--- src/hdl/spps_pkg.sv ---
// Shared constants, types and helpers for the servo packet parameter store.
package spps_pkg;

  localparam int DEF_PARAM_COUNT = 10;
  localparam int DEF_MAX_PAYLOAD = 10;
  localparam int QDEPTH          = 2;
  localparam int M_TDATA_W       = 24;

  localparam logic [7:0] HDR_BYTE    = 8'hFF;
  localparam logic [7:0] INSTR_READ  = 8'd1;
  localparam logic [7:0] INSTR_WRITE = 8'd2;
  localparam logic [7:0] INSTR_RESET = 8'd3;

  // command kinds handed from parser to executor
  typedef enum logic [1:0] {
    OP_READ  = 2'd1,
    OP_WRITE = 2'd2,
    OP_RESET = 2'd3
  } op_t;

  function automatic int len_width(int max_payload);
    return $clog2(max_payload + 1);
  endfunction

  // command word: [1:0] op, [9:2] id, then length, then payload bytes
  function automatic int cmd_width(int max_payload);
    return 2 + 8 + len_width(max_payload) + 8 * max_payload;
  endfunction

  function automatic logic [7:0] default_value(int i);
    logic [7:0] v;
    if (i inside {0, 1, 2, 4, 5}) v = 8'd127;
    else v = 8'd0;
    return v;
  endfunction

endpackage

--- src/hdl/spps_front.sv ---
// Packet parser: header hunt, field capture, checksum test, command push.
module spps_front #(
  parameter int MAX_PAYLOAD = spps_pkg::DEF_MAX_PAYLOAD
) (
  input  logic                                         clk,
  input  logic                                         rst,
  input  logic                                         s_tvalid,
  output logic                                         s_tready,
  input  logic [7:0]                                   s_tdata,
  output logic                                         push,
  output logic [spps_pkg::cmd_width(MAX_PAYLOAD)-1:0]  cmd,
  input  logic                                         full
);
  import spps_pkg::*;

  localparam int LEN_W = len_width(MAX_PAYLOAD);
  localparam int PW    = (MAX_PAYLOAD > 1) ? $clog2(MAX_PAYLOAD) : 1;
  localparam int PB    = 10 + LEN_W;

  typedef enum logic [2:0] {
    PH_HUNT1, PH_HUNT2, PH_ID, PH_INSTR, PH_LEN, PH_PAYLOAD, PH_CHECK
  } phase_t;

  phase_t           phase;
  logic [7:0]       id;
  logic [7:0]       instr;
  logic [7:0]       len;
  logic [7:0]       sum;
  logic [LEN_W-1:0] count;
  logic [7:0]       pay [MAX_PAYLOAD];
  logic             take;
  logic             sum_ok;
  logic             op_known;
  logic             pay_wr;
  op_t              op;

  // only the checksum beat can push, so only it waits on a full queue
  assign s_tready = !(phase == PH_CHECK && full);
  assign take     = s_tvalid && s_tready;
  assign sum_ok   = (~sum == s_tdata);
  assign pay_wr   = take && phase == PH_PAYLOAD && s_tdata != HDR_BYTE &&
                    count < LEN_W'(MAX_PAYLOAD);

  always_comb begin
    op       = OP_READ;
    op_known = 1'b1;
    case (instr)
      INSTR_READ:  op = OP_READ;
      INSTR_WRITE: op = OP_WRITE;
      INSTR_RESET: op = OP_RESET;
      default:     op_known = 1'b0;
    endcase
  end

  assign push = take && phase == PH_CHECK && sum_ok && op_known;

  always_comb begin
    cmd = '0;
    cmd[1:0]        = op;
    cmd[9:2]        = id;
    cmd[10 +: LEN_W] = len[LEN_W-1:0];
    for (int i = 0; i < MAX_PAYLOAD; i++) cmd[PB + 8*i +: 8] = pay[i];
  end

  always_ff @(posedge clk) begin
    if (rst) begin
      phase <= PH_HUNT1;
      id    <= 8'd0;
      instr <= 8'd0;
      len   <= 8'd0;
      sum   <= 8'd0;
      count <= '0;
    end else if (take) begin
      case (phase)
        PH_HUNT1: if (s_tdata == HDR_BYTE) phase <= PH_HUNT2;
        PH_HUNT2: phase <= (s_tdata == HDR_BYTE) ? PH_ID : PH_HUNT1;
        PH_ID: begin
          id    <= s_tdata;
          sum   <= s_tdata;
          phase <= PH_INSTR;
        end
        PH_INSTR: begin
          instr <= s_tdata;
          sum   <= sum + s_tdata;
          phase <= PH_LEN;
        end
        PH_LEN: begin
          len   <= s_tdata;
          sum   <= sum + s_tdata;
          count <= '0;
          if (s_tdata > 8'(MAX_PAYLOAD)) phase <= PH_HUNT1;
          else if (s_tdata == 8'd0) phase <= PH_CHECK;
          else phase <= PH_PAYLOAD;
        end
        PH_PAYLOAD: begin
          if (!pay_wr) begin
            phase <= PH_HUNT1;
          end else begin
            sum   <= sum + s_tdata;
            count <= count + 1'b1;
            if (8'(count) + 8'd1 >= len) phase <= PH_CHECK;
          end
        end
        PH_CHECK: phase <= PH_HUNT1;
        default:  phase <= PH_HUNT1;
      endcase
    end
  end

  always_ff @(posedge clk) begin
    if (pay_wr) pay[count[PW-1:0]] <= s_tdata;
  end

`ifndef SYNTHESIS
  a_push_room: assert property (@(posedge clk) disable iff (rst) push |-> !full)
    else $error("command pushed into full queue");
`endif

endmodule

--- src/hdl/spps_queue.sv ---
// Two-entry command queue between parser and executor.
module spps_queue #(
  parameter int W = spps_pkg::cmd_width(spps_pkg::DEF_MAX_PAYLOAD)
) (
  input  logic         clk,
  input  logic         rst,
  input  logic         push,
  input  logic [W-1:0] din,
  output logic         full,
  input  logic         pop,
  output logic [W-1:0] dout,
  output logic         empty
);
  import spps_pkg::*;

  localparam int PTR_W = (QDEPTH > 1) ? $clog2(QDEPTH) : 1;
  localparam int CNT_W = $clog2(QDEPTH + 1);

  logic [W-1:0]     mem [QDEPTH];
  logic [PTR_W-1:0] wr_ptr;
  logic [PTR_W-1:0] rd_ptr;
  logic [CNT_W-1:0] count;

  assign full  = (count == CNT_W'(QDEPTH));
  assign empty = (count == '0);
  assign dout  = mem[rd_ptr];

  always_ff @(posedge clk) begin
    if (rst) begin
      wr_ptr <= '0;
      rd_ptr <= '0;
      count  <= '0;
    end else begin
      if (push) wr_ptr <= (wr_ptr == PTR_W'(QDEPTH - 1)) ? '0 : wr_ptr + 1'b1;
      if (pop)  rd_ptr <= (rd_ptr == PTR_W'(QDEPTH - 1)) ? '0 : rd_ptr + 1'b1;
      if (push && !pop) count <= count + 1'b1;
      else if (pop && !push) count <= count - 1'b1;
    end
  end

  always_ff @(posedge clk) begin
    if (push) mem[wr_ptr] <= din;
  end

`ifndef SYNTHESIS
  a_pop_nonempty: assert property (@(posedge clk) disable iff (rst) pop |-> !empty)
    else $error("pop from empty queue");
  a_count_up: assert property (@(posedge clk) disable iff (rst)
    (push && !pop) |=> count == $past(count) + 1'b1)
    else $error("queue count did not follow push");
`endif

endmodule

--- src/hdl/spps_back.sv ---
// Command executor: parameter bank, write updates, read reply, output register.
module spps_back #(
  parameter int PARAM_COUNT = spps_pkg::DEF_PARAM_COUNT,
  parameter int MAX_PAYLOAD = spps_pkg::DEF_MAX_PAYLOAD
) (
  input  logic                                        clk,
  input  logic                                        rst,
  input  logic [spps_pkg::cmd_width(MAX_PAYLOAD)-1:0] cmd,
  input  logic                                        empty,
  output logic                                        pop,
  output logic                                        m_tvalid,
  input  logic                                        m_tready,
  output logic [spps_pkg::M_TDATA_W-1:0]              m_tdata,
  output logic                                        m_tuser,
  output logic                                        m_tlast
);
  import spps_pkg::*;

  localparam int LEN_W = len_width(MAX_PAYLOAD);
  localparam int IDX_W = (PARAM_COUNT > 1) ? $clog2(PARAM_COUNT) : 1;
  localparam int NPAIR = (MAX_PAYLOAD / 2 > 0) ? MAX_PAYLOAD / 2 : 1;
  localparam int SH_N  = MAX_PAYLOAD + 2;
  localparam int POS_W = $clog2(2 * MAX_PAYLOAD + 6);
  localparam int PB    = 10 + LEN_W;

  localparam logic [POS_W-1:0] POS_HDR1 = POS_W'(1);
  localparam logic [POS_W-1:0] POS_ID   = POS_W'(2);
  localparam logic [POS_W-1:0] POS_INS  = POS_W'(3);
  localparam logic [POS_W-1:0] POS_LEN  = POS_W'(4);
  localparam logic [POS_W-1:0] POS_BODY = POS_W'(5);

  typedef enum logic [1:0] {S_IDLE, S_READ, S_WRITE} state_t;

  state_t            state;
  logic [7:0]        store [PARAM_COUNT];
  logic [7:0]        id;
  logic [LEN_W-1:0]  len;
  logic [POS_W-1:0]  pos;
  logic [POS_W-1:0]  last_pos;
  logic [7:0]        sum;
  logic [7:0]        cur_p;
  logic [NPAIR-1:0]  ok;
  logic [8*SH_N-1:0] pay_sh;
  op_t               c_op;
  logic [7:0]        c_id;
  logic [LEN_W-1:0]  c_len;
  logic [NPAIR-1:0]  c_ok;
  logic              out_free;
  logic [7:0]        rd_val;
  logic [7:0]        rd_byte;
  logic              wr_en;

  assign c_op  = op_t'(cmd[1:0]);
  assign c_id  = cmd[9:2];
  assign c_len = cmd[10 +: LEN_W];

  // pairs that will really update a register
  always_comb begin
    for (int k = 0; k < NPAIR; k++) begin
      c_ok[k] = (c_len > LEN_W'(2*k + 1)) && (cmd[PB + 16*k +: 8] < 8'(PARAM_COUNT));
    end
  end

  assign out_free = !m_tvalid || m_tready;
  assign pop      = (state == S_IDLE) && !empty;
  assign last_pos = POS_W'({len, 1'b0}) + POS_BODY;
  assign rd_val   = (cur_p < 8'(PARAM_COUNT)) ? store[cur_p[IDX_W-1:0]] : 8'd0;
  assign wr_en    = (state == S_WRITE) && out_free && ok[0];

  // reply byte at the current position
  always_comb begin
    if (pos == last_pos) rd_byte = ~sum;
    else if (pos <= POS_HDR1) rd_byte = HDR_BYTE;
    else if (pos == POS_ID) rd_byte = id;
    else if (pos == POS_INS) rd_byte = INSTR_READ;
    else if (pos == POS_LEN) rd_byte = 8'(len);
    else if (pos[0]) rd_byte = pay_sh[7:0];
    else rd_byte = rd_val;
  end

  always_ff @(posedge clk) begin
    if (rst) begin
      state    <= S_IDLE;
      m_tvalid <= 1'b0;
    end else begin
      case (state)
        S_IDLE: begin
          if (out_free) m_tvalid <= 1'b0;
          if (!empty) begin
            id     <= c_id;
            len    <= c_len;
            pos    <= '0;
            sum    <= c_id + INSTR_READ + 8'(c_len);
            ok     <= c_ok;
            pay_sh <= {16'h0000, cmd[PB +: 8*MAX_PAYLOAD]};
            case (c_op)
              OP_READ:  state <= S_READ;
              OP_WRITE: if (c_ok != '0) state <= S_WRITE;
              default:  state <= S_IDLE;
            endcase
          end
        end
        S_READ: begin
          if (out_free) begin
            m_tvalid <= 1'b1;
            m_tuser  <= 1'b0;
            m_tlast  <= (pos == last_pos);
            m_tdata  <= {{(M_TDATA_W-8){1'b0}}, rd_byte};
            pos      <= pos + 1'b1;
            if (pos == last_pos) begin
              state <= S_IDLE;
            end else if (pos >= POS_BODY) begin
              if (pos[0]) begin
                cur_p <= pay_sh[7:0];
                sum   <= sum + pay_sh[7:0];
              end else begin
                sum    <= sum + rd_val;
                pay_sh <= pay_sh >> 8;
              end
            end
          end
        end
        S_WRITE: begin
          if (out_free) begin
            m_tvalid <= ok[0];
            if (ok[0]) begin
              m_tuser  <= 1'b1;
              m_tlast  <= ((ok >> 1) == '0);
              m_tdata  <= {{(M_TDATA_W-20){1'b0}}, pay_sh[15:8], pay_sh[3:0], 8'h00};
            end
            ok     <= ok >> 1;
            pay_sh <= pay_sh >> 16;
            if ((ok >> 1) == '0) state <= S_IDLE;
          end
        end
        default: begin
          if (out_free) m_tvalid <= 1'b0;
          state <= S_IDLE;
        end
      endcase
    end
  end

  always_ff @(posedge clk) begin
    if (rst || (pop && c_op == OP_RESET)) begin
      for (int i = 0; i < PARAM_COUNT; i++) store[i] <= default_value(i);
    end else if (wr_en) begin
      store[pay_sh[IDX_W-1:0]] <= pay_sh[15:8];
    end
  end

`ifndef SYNTHESIS
  a_write_has_pair: assert property (@(posedge clk) disable iff (rst)
    (state == S_WRITE) |-> ok != '0)
    else $error("write sequencer with no pending pair");
  a_read_in_range: assert property (@(posedge clk) disable iff (rst)
    (state == S_READ) |-> pos <= last_pos)
    else $error("read reply position past checksum");
`endif

endmodule

--- src/hdl/servo_packet_parameter_store_core.sv ---
// Top level of the servo packet parameter store: parser, command queue, executor.
//
//  channel  dir  beat contents
//  -------  ---  ------------------------------------------------------------
//  s_*      in   s_tdata[7:0] rx_byte, one received command stream byte
//  m_*      out  m_tdata reply_byte/param_index/param_value, m_tuser kind,
//                m_tlast on final result of the causing byte
//
// Cycles: the parser takes one byte per cycle; only a checksum beat waits,
// and only while two completed commands are queued.
// The executor loads a command from the queue, then sends 2L+6 reply beats for
// a read of length L, steps through the payload pairs up to the last stored one
// for a write, and sends nothing for a reset.
// Output beats come from a single output register, one per cycle when m_tready.
// Reset (rst, synchronous) returns the parser to header hunt, empties the
// queue and reloads the parameter defaults in the same cycle; no clearing pass.
module servo_packet_parameter_store_core #(
  parameter int PARAM_COUNT = spps_pkg::DEF_PARAM_COUNT,
  parameter int MAX_PAYLOAD = spps_pkg::DEF_MAX_PAYLOAD
) (
  input  logic                           clk,
  input  logic                           rst,
  input  logic                           s_tvalid,
  output logic                           s_tready,
  input  logic [7:0]                     s_tdata,   // [7:0] rx_byte
  output logic                           m_tvalid,
  input  logic                           m_tready,
  output logic [spps_pkg::M_TDATA_W-1:0] m_tdata,   // [7:0] reply_byte, [11:8] param_index,
                                                    // [19:12] param_value, rest zero
  output logic                           m_tuser,   // [0] kind: 0 reply, 1 update
  output logic                           m_tlast
);
  import spps_pkg::*;

  localparam int CMD_W = cmd_width(MAX_PAYLOAD);

  logic             push;
  logic             full;
  logic             pop;
  logic             empty;
  logic [CMD_W-1:0] cmd_in;
  logic [CMD_W-1:0] cmd_out;

  // front: byte parser, pushes validated read/write/reset commands
  spps_front #(
    .MAX_PAYLOAD(MAX_PAYLOAD)
  ) u_front (
    .clk      (clk),
    .rst      (rst),
    .s_tvalid (s_tvalid),
    .s_tready (s_tready),
    .s_tdata  (s_tdata),
    .push     (push),
    .cmd      (cmd_in),
    .full     (full)
  );

  // short queue: parser keeps taking bytes while a long reply drains
  spps_queue #(
    .W(CMD_W)
  ) u_queue (
    .clk   (clk),
    .rst   (rst),
    .push  (push),
    .din   (cmd_in),
    .full  (full),
    .pop   (pop),
    .dout  (cmd_out),
    .empty (empty)
  );

  // back: parameter bank and result sequencer
  spps_back #(
    .PARAM_COUNT(PARAM_COUNT),
    .MAX_PAYLOAD(MAX_PAYLOAD)
  ) u_back (
    .clk      (clk),
    .rst      (rst),
    .cmd      (cmd_out),
    .empty    (empty),
    .pop      (pop),
    .m_tvalid (m_tvalid),
    .m_tready (m_tready),
    .m_tdata  (m_tdata),
    .m_tuser  (m_tuser),
    .m_tlast  (m_tlast)
  );

endmodule

--- config.mk ---
export PLATFORM = sky130hd
export DESIGN_NAME = servo_packet_parameter_store_core
export DESIGN_NICKNAME = d
export VERILOG_FILES = /design/src/hdl/spps_pkg.sv /design/src/hdl/spps_front.sv /design/src/hdl/spps_queue.sv /design/src/hdl/spps_back.sv /design/src/hdl/servo_packet_parameter_store_core.sv
export SDC_FILE = /design/constraint.sdc
export NUM_CORES = 1
export LEC_CHECK = 0
export BUFFER_PORTS_ARGS = -buffer_cell sky130_fd_sc_hd__buf_4
export CAP_MARGIN = 25
export CELL_PAD_IN_SITES_DETAIL_PLACEMENT = 1
export CELL_PAD_IN_SITES_GLOBAL_PLACEMENT = 1
export CORE_MARGIN = 2
export CORE_UTILIZATION = 55
export DETAILED_ROUTE_END_ITERATION = 12
export PLACE_DENSITY_LB_ADDON = 0.1
export SLEW_MARGIN = 20
export SYNTH_ARGS = -nofsm -noshare
export SYNTH_HDL_FRONTEND = slang
export SYNTH_SLANG_ARGS = --single-unit
--- constraint.sdc ---
create_clock -name clk -period 12.6 [get_ports clk]
set_input_delay 0.63 -clock clk [delete_from_list [all_inputs] [get_ports clk]]
set_output_delay 0.63 -clock clk [all_outputs]
set_load 0.02 [all_outputs]
==> results.toml <==
[outcome]
status = "complete, no violations"

[sta]
setup_tns_ps = 0
rsz0062_at_grt = "no"
final.setup_skew_ps = 28.1
relSlewSlack_pct = 31.0
tightest_slew_ps = 1040
final-setup-viol-count = 0
fmax_mhz = 255
layout_setup_ws_ps = 8690
timing.final.crit_share_pct = 31.1
hold_violations = 0
min_period_ps = 3910
finalMaxSlewViolations = 0

[synthesis]
ys_ff_latch = 587
yosys.area_share.simple_pct = 9.10
syn_avg_cell_area_um2 = 14.4
synthAdderAreaFrac_pct = 2.18
synth_enable_flop_cells = 536
synth.most_common_cell = "edfxtp_1"
ys_seq_area_share_pct = 69.6
synth_compound_area_share_pct = 9.69
muxShareOfSynthArea_pct = 5.73
synth_common_cells = "536 x edfxtp_1, 138 x nand2_1, 107 x a21oi_1, 99 x nor2_1, 81 x nor2b_1"
synthCells = 1710
synth_top_area_share_pct = 65.4
ys_warn_count = 0
yosys-top-cells-area = "edfxtp_1 65%, dfxtp_1 4.2%, mux4_2 3.0%"
netlist_area_um2 = 24600
synth-main-ff-cell = "edfxtp_1"
async_reset_ff_share_pct = 0
synthXorXnorAreaFrac_pct = 1.13
synth_cell_types = 76
synth_largest_area_cell = "edfxtp_1"
synth_top_family_by_area = "compound AO/OA/AOI/OAI gates"

[setup_path]
slowest_delay_ps = 830
r2r-end = "u_back.state[1]"
startpoint_type = "flip-flop"
r2r_slack_ps = 8690
crit_type = "flip-flop to flip-flop"
required_ps = 13090
cp_slowest_cell = "buf_4"
cp-endpoint = "u_back.state[1]"
worstSetupEndpointType = "flip-flop"
timing.critical_path.mode_cell = "buf_4"
arrival_ps = 4400
r2r_cells = 9
cp_max_fo = 87
crit_chain = "buf_4 -> buf_4 -> nor2b_1 -> o21ai_0 -> nor4bb_1 -> nor3b_1 -> a31oi_1 -> mux2i_1 -> nor2_1"

[global_route]
grt_pass1_wl_um = 94600
grt_usage_pct = 27.1
first_global_vias = 15531
gr-total-overflow = 0
antenna_found_initial = 0
grt_max_degree = 88

[placed_design]
dp_hpwl_um = 40500
gp_congestion = 0.833
io_buffers = 35
dp_slack_ps = 8680

[finish]
layout.nets = 1780
multi_input_area_um2 = 6940
final_layout_size_suffix_gt1_share_pct = 12.4
antenna_cells = 0
syn_to_final_growth_pct = 10.8
seqCellArea_um2 = 17100
fillCellCount = 4097

[clock_network]
cts_resized = 0
clkTransAtPathRegs_ps = 60
cts_tree = "done"
cts_sinks = 587
clk_latency_ps = 640
numCtsBuffers = 59
ctsHoldBuffers = 0
postCtsSetupBuffers = 0
cts_buffer_depth = 3
htree_levels = 2
cts-root-buf = "clkbuf_16"

[floorplan]
ioPinCount = 40
design.core.area_um2 = 44200
die_w_um = 215
start_util_pct = 55.6
rows = 77
die_area_um2 = 46400
chipHeight_um = 215

[routing]
num_vias = 14564
drtPass1Iterations = 5
dr.first_iter.drc_count = 1380
wl_per_cell_um = 26.2
wl_um = 62100
drc = 0
via_per_inst = 6.15
detail-route-antenna-nets = 0

[power]
power.density_nw_per_um2 = 181
p_leak_uw = 0.00889
irDropWorstVdd_mv = 0.142

[job]
maxCapViolations = 0

[min_path]
hold_class = "input pin to flip-flop"
hp-start = "s_tdata[4]"
## worst min path at each step
stage / endpoint / slack (ps) / cells after the start
2_1_floorplan: u_queue.mem[0][14] / 420 / 0
3_3_place_gp: u_queue.mem[0][48] / 420 / 0
3_5_place_dp: u_queue.mem[0][16] / 430 / 0
4_1_cts: u_front.pay[5][4] / 390 / 1
5_1_grt: u_front.pay[1][4] / 400 / 1
6_report: u_front.pay[5][4] / 430 / 1
## cell type report
cell class                      instances  area share [%]
Timing Repair Buffer                   56            1.59
Inverter                               48           0.661
Multi-Input combinational cell        975            25.4
Tap cell                              592            2.72
Sequential cell                       587            62.8
Clock inverter                         37            1.13
Clock buffer                           74            5.66
## layout by cell type, fill, tap and decap left out, types with 4 or more instances in the layout
| cell | n |
|---|---|
| a21o_1 | 7 |
| a221oi_1 | 10 |
| mux4_1 | 5 |
| buf_4 | 53 |
| nor3_2 | 5 |
| and3_1 | 9 |
| xor2_1 | 9 |
| mux4_2 | 33 |
| clkinv_1 | 10 |
| xnor2_1 | 21 |
| nor3_1 | 16 |
| conb_1 | 4 |
| mux2i_1 | 35 |
| clkbuf_16 | 59 |
| and4_1 | 7 |
| nor3b_1 | 5 |
| nand4_1 | 5 |
| o21ai_1 | 19 |
| nor2_2 | 4 |
| mux2_4 | 4 |
| nor2b_1 | 81 |
| nor4_1 | 12 |
| nand2b_1 | 16 |
| clkbuf_1 | 14 |
| edfxtp_1 | 536 |
| a21oi_1 | 107 |
| and2_1 | 24 |
| o21ai_0 | 33 |
| a22oi_1 | 66 |
| clkinv_2 | 14 |
| ha_1 | 35 |
| dfxtp_1 | 49 |
| a211oi_1 | 73 |
| mux2_2 | 10 |
| inv_2 | 8 |
| inv_1 | 40 |
| o211ai_1 | 7 |
| nor2_1 | 96 |
| nand2_1 | 138 |
| nand3_1 | 10 |
## cells by family after synthesis
family,after synthesis
adders and majority gates,41
and+or+nand+nor,449
buffers and inverters,151
muxes,88
AOI/OAI and AO/OA,362
other,1
DFF,587
xor gates and xnor gates,31
## report_power, final
group / internal, uW / switching (uW)
Combinational: 293 / 551
Sequential: 2310 / 106
Clock: 935 / 746
Total: 3540 / 1400
## flip-flops by register name, indices dropped and copies added, names as in the netlist, 20 cells and up, named ones only
register	cells
u_front.pay	80
u_queue.mem	188
u_back.store	128
u_back.m_tdata	20
u_back.pay_sh	80
## per-stage QoR
| stage | cell area [um2] | cells | hold slack [ps] | power, uW | utilization (%) |
|---|---|---|---|---|---|
| global route | 27300 | 2369 | 401 | 5120 | 61.7 |
| floorplan | 24600 | 1713 | 421 | 3020 | - |
| detailed placement | 25400 | 2256 | 431 | 3300 | 57.4 |
| global placement | 25400 | 2254 | 422 | 3250 | 57.4 |
| CTS | 27200 | 2367 | 385 | 4970 | 61.6 |
| finish | 27300 | 2369 | 427 | 4940 | 61.7 |
## metal layers
layer  wire length (um)  vias up  track usage (%)
li1                   -     6555                -
met2              32400      402             48.2
met3               2420      119             3.06
met1              25100     7488             34.1
met5                  0        -                0
met4               2180        0             10.6
## critical path: cells and delay by family, from the launching register on
family | cells | cell delay (ps)
and+or+nand+nor | 4 | 960
DFF | 1 | 440
muxes | 1 | 230
buffers and inverters | 2 | 1570
AOI/OAI and AO/OA | 2 | 480
(Power assumes the default switching activity.)
